--- src/design/thc_div_cell.sv ---
// one restoring division cell: resolves one quotient bit per cycle
module thc_div_cell #(
    parameter int NW = 8,
    parameter int DW = 8,
    parameter int PW = 1
) (
    input  logic          i_clk,
    input  logic          i_rst_n,
    input  logic          i_valid,
    input  logic [NW-1:0] i_num,
    input  logic [NW-1:0] i_quo,
    input  logic [DW-1:0] i_rem,
    input  logic [DW-1:0] i_den,
    input  logic [PW-1:0] i_pay,
    output logic          o_valid,
    output logic [NW-1:0] o_num,
    output logic [NW-1:0] o_quo,
    output logic [DW-1:0] o_rem,
    output logic [DW-1:0] o_den,
    output logic [PW-1:0] o_pay
);

    logic [DW:0]   trial;
    logic [DW:0]   diff;
    logic          ge;
    logic [DW-1:0] n_rem;

    // trial subtract of the divisor from the shifted remainder
    always_comb begin
        trial = {i_rem, i_num[NW-1]};
        diff  = trial - {1'b0, i_den};
        ge    = (trial >= {1'b0, i_den});
        n_rem = ge ? diff[DW-1:0] : trial[DW-1:0];
    end

    // valid flag
    always_ff @(posedge i_clk) begin
        if (!i_rst_n) begin
            o_valid <= 1'b0;
        end else begin
            o_valid <= i_valid;
        end
    end

    // data hand-off to the next cell
    always_ff @(posedge i_clk) begin
        o_num <= {i_num[NW-2:0], 1'b0};
        o_quo <= {i_quo[NW-2:0], ge};
        o_rem <= n_rem;
        o_den <= i_den;
        o_pay <= i_pay;
    end

endmodule

--- src/design/thc_divider.sv ---
// pipelined restoring divider built as a row of division cells
module thc_divider #(
    parameter int NW = 8,
    parameter int DW = 8,
    parameter int PW = 1
) (
    input  logic          i_clk,
    input  logic          i_rst_n,
    input  logic          i_valid,
    input  logic [NW-1:0] i_num,
    input  logic [DW-1:0] i_den,
    input  logic [PW-1:0] i_pay,
    output logic          o_valid,
    output logic [NW-1:0] o_quo,
    output logic [PW-1:0] o_pay
);

    logic          c_valid [0:NW];
    logic [NW-1:0] c_num   [0:NW];
    logic [NW-1:0] c_quo   [0:NW];
    logic [DW-1:0] c_rem   [0:NW];
    logic [DW-1:0] c_den   [0:NW];
    logic [PW-1:0] c_pay   [0:NW];

    // chain head
    assign c_valid[0] = i_valid;
    assign c_num[0]   = i_num;
    assign c_quo[0]   = '0;
    assign c_rem[0]   = '0;
    assign c_den[0]   = i_den;
    assign c_pay[0]   = i_pay;

    // one cell per quotient bit
    for (genvar k = 0; k < NW; k++) begin : g_cell
        thc_div_cell #(.NW(NW), .DW(DW), .PW(PW)) u_cell (
            .i_clk   (i_clk),
            .i_rst_n (i_rst_n),
            .i_valid (c_valid[k]),
            .i_num   (c_num[k]),
            .i_quo   (c_quo[k]),
            .i_rem   (c_rem[k]),
            .i_den   (c_den[k]),
            .i_pay   (c_pay[k]),
            .o_valid (c_valid[k+1]),
            .o_num   (c_num[k+1]),
            .o_quo   (c_quo[k+1]),
            .o_rem   (c_rem[k+1]),
            .o_den   (c_den[k+1]),
            .o_pay   (c_pay[k+1])
        );
    end

    assign o_valid = c_valid[NW];
    assign o_quo   = c_quo[NW];
    assign o_pay   = c_pay[NW];

endmodule

--- config.mk ---
export PLATFORM = sky130hd
export DESIGN_NAME = thc_divider
export DESIGN_NICKNAME = d
export VERILOG_FILES = /design/src/design/thc_div_cell.sv /design/src/design/thc_divider.sv
export SDC_FILE = /design/constraint.sdc
export NUM_CORES = 1
export LEC_CHECK = 0
export BUFFER_PORTS_ARGS = -buffer_cell sky130_fd_sc_hd__buf_4
export CAP_MARGIN = 20
export CORE_ASPECT_RATIO = 0.5
export CORE_UTILIZATION = 55
export CTS_BUF_LIST = sky130_fd_sc_hd__clkbuf_2 sky130_fd_sc_hd__clkbuf_4 sky130_fd_sc_hd__clkbuf_8
export CTS_CLUSTER_SIZE = 8
export DETAILED_ROUTE_END_ITERATION = 6
export PLACE_DENSITY = 0.83
export SLEW_MARGIN = 20
export SYNTH_ARGS = -nofsm -noshare
export SYNTH_HDL_FRONTEND = slang
export SYNTH_SLANG_ARGS = --single-unit
--- constraint.sdc ---
create_clock -name i_clk -period 2 [get_ports i_clk]
set_input_delay 0.2 -clock i_clk [delete_from_list [all_inputs] [get_ports i_clk]]
set_output_delay 0.2 -clock i_clk [all_outputs]
set_load 0.1 [all_outputs]
==> out/qor.txt <==
antenna viol nets, final - 0
Mapped Area - 7230 um^2
leakage - 4.55 nW
Switch Pwr - 0.00335 W
GRT overflow - 0
setup ws final - 0.00824 ns
worst skew pair latency - 0.45 ns
cell breakdown of the critical path - inv_2 -> ha_4 -> fa_2 -> nor2b_4 -> o31a_1 -> nor4_2 -> a311o_1 -> mux2_4
CP max stage delay - 0.39 ns
WP data required - 2.34 ns
CP max-delay cell - fa_2
Critical Setup Path Class - flip-flop to flip-flop
total power - 0.0106 W
final hold vios - 0
Slew Viols, Final - 0
family with the most delay on the worst path - adder cells
DR vias - 5112
syn nets - 734
Mapped Cells - 650
reg2reg start - g_cell[2].u_cell.o_num[7]
outcome - completed
Hold WS - 0.327 ns
fin crit period - 1.99 ns
initial antenna violation count - 0
reg-to-reg critical path endpoint - g_cell[3].u_cell.o_rem[6]
metal2 WL - 7.82 mm
Chip Width - 164 um
Max Root-Sink Buffers - 2
layout cells sized above 1 - 37.0%
uppermost layer routed - met4
Yosys warnings - 0
initial DRC count - 220
top cell type's share of synthesized area - 53.1%
Yosys top cell by area - dfxtp_1
Least-Margin Pin Slew - 0.406 ns
fin util - 75.0%
share of the clock period used by the worst path - 99.6%
dpl cells - 919
Synth async-reset ratio - 0%
internal power - 0.00728 W
clock skew - 0.0103 ns
clock network fraction of total power - 21.9%
M1 wire length - 5.85 mm
Placeable Area - 12700 um^2
dpl hpwl - 9.21 mm
maximum clock rate - 502 MHz
RSZ-0062 raised after global routing - yes
TritonCTS clock tree - built
ys flop type - dfxtp_1
Post-Route WL - 14.4 mm
# rows - 29
DR WL/cell - 14.5 um
Power Dens Cells - 1110 nW/um^2
CTS HTree Levels - 4
Min-Delay Endpoint - g_cell[4].u_cell.o_quo[1]
Worst Reg2Reg Path Length in Cells - 8
CTS sink count - 192
crit-path max FO - 2
CP Launch Type - flip-flop
Worst EP arrival - 2.33 ns
Synth Register Bits - 192
Hold Crit Class - flip-flop to flip-flop
final setup fails - 0
I/O pin count - 30
total CTS buffers - 17
Reg power frac - 43.0%
Synth area leaders - dfxtp_1, ha_1, mux2_2, inv_1, xnor2_1
Post-synth EDFFs - 0
Crit. End Element - flip-flop
Die Area - 13600 um^2
Hold Path Depth - 0
Total GRT Usage - 20.6%
DRC Markers - 0
ant diodes - 0
Slew headroom - 72.3%
synth-to-layout area growth - 32.1%
clock slew at reported path FFs - 0.09 ns
proportion of power drawn by combinational gates - 35.1%
FILL cells - 794
final net count - 894
most frequent cells in the layout - dfxtp_1, buf_4, inv_1
commonest non-fill, non-tap cell in the layout - dfxtp_1
metal3 WL - 462 um
global-route wire length before repair - 22.1 mm
drt first pass iters - 4
switching share of power - 31.5%
vias in the first global route - 5051
Vias/cell - 5.16
Seq/Total Area, Yosys - 53.1%
peak supply drop - 0.000892 V
Yosys cell types - 43
IO Port Bufs - 29
Mean Syn Cell Area - 11.1 um^2
largest net degree at the start of global routing - 17
max-cap viol count - 0
die height - 83.1 um
Worst Min Path Start - g_cell[3].u_cell.o_quo[0]
Non-Filler Instances - 990
dpl ws - -0.211 ns
Initial Util - 56.8%
WP buf/inv - 1
Final GP Congestion - 0.891
clk root buf - clkbuf_8
r2r setup slk - 0.008 ns
## what timing repair did
item	CTS	global route
gates resized for setup	53	60
pin swaps	22	27
buffers inserted	11	11
hold endpoints to repair	26	0
hold buffers	20	0
setup endpoints to repair	42	45
gates cloned	0	0
## cells in the mapped netlist, types with 2 or more instances
cell	number
buf_4	8
clkbuf_1	6
a311o_1	6
a211o_1	8
xnor2_1	17
o31a_1	6
and3_1	5
nand3_1	11
nand4_1	2
nand2b_1	13
nor3b_1	3
nor4_1	7
a21oi_1	17
ha_1	58
o21ai_0	14
dfxtp_1	192
and2_1	10
nor2_1	28
a2111oi_0	5
buf_2	4
nor2b_1	6
fa_1	6
inv_1	83
o311a_1	5
nor3_1	18
a21o_1	19
a211oi_1	9
nand2_1	10
or3_1	2
xor2_1	4
mux2i_1	13
a31oi_1	2
o21a_1	10
mux2_2	34
## sequential cells by signal, indices dropped and copies added, names as in the netlist
signal and flops:
g_cell.u_cell.o_pay 8, g_cell.u_cell.o_num 28, g_cell.u_cell.o_den 56, g_cell.u_cell.o_quo 36
g_cell.u_cell.o_rem 56, g_cell.u_cell.o_valid 8
## worst register-to-register path, delay by kind of cell, from the launching register on
family                     cells  cell delay (ns)
AOI/OAI and AO/OA              2             0.48
adders and majority gates      2             0.55
muxes                          1             0.26
buffers and inverters          1             0.05
and+or+nand+nor                2             0.20
DFF                            1             0.34
## logic make-up after synthesis
family | synth area share, %
fa+ha+maj | 11.7
xor+xnor | 2.54
buf+inv | 5.73
compound gates | 11.5
mux | 7.09
flops | 53.1
simple gates | 8.30
## through the flow
step	instance area (um^2)	TNS, ns
6_report	9550	0
5_1_grt	9550	-0.949
4_1_cts	9200	-0.00462
3_5_place_dp	8330	-4.32
3_3_place_gp	8330	-1.97
2_1_floorplan	7330	-0.0604
## power groups by stage
stage | clock network (W) | registers (W) | logic, W
2_1_floorplan | 0 | 0.00455 | 0.00239
3_3_place_gp | 0 | 0.00461 | 0.00311
3_5_place_dp | 0 | 0.00462 | 0.00325
4_1_cts | 0.00239 | 0.00456 | 0.00349
5_1_grt | 0.00257 | 0.00462 | 0.00403
6_report | 0.00233 | 0.00457 | 0.00373
## worst max-delay path by stage
stage                                   start                   endpoint  depth (start not counted)  slack (ns)
finish              g_cell[2].u_cell.o_num[7]  g_cell[3].u_cell.o_rem[6]                          8       0.008
global route        g_cell[1].u_cell.o_num[7]  g_cell[2].u_cell.o_rem[6]                          8       -0.07
CTS                 g_cell[1].u_cell.o_num[7]  g_cell[2].u_cell.o_rem[6]                          8      -0.005
detailed placement  g_cell[2].u_cell.o_den[1]  g_cell[3].u_cell.o_rem[3]                          7       -0.21
global placement    g_cell[2].u_cell.o_num[7]  g_cell[3].u_cell.o_rem[2]                          7       -0.14
floorplan           g_cell[2].u_cell.o_den[1]  g_cell[3].u_cell.o_rem[2]                          7       -0.01
## cell type report
class	instances	area [um^2]	area share, %
timing repair buffer	159	1290	13.5
tap	170	213	2.23
inverter	83	312	3.26
clock buffer	18	248	2.59
clock inverter	11	109	1.14
multi-input combinational	357	3500	36.6
sequential	192	3880	40.7
## per-layer routing
metal | track usage, % | vias to the layer above
li1 | - | 2545
met1 | 21.9 | 2437
met2 | 38.2 | 101
met3 | 5.74 | 29
met4 | 8.33 | 0
met5 | 0 | -
Power figures use the tool's default switching activity.
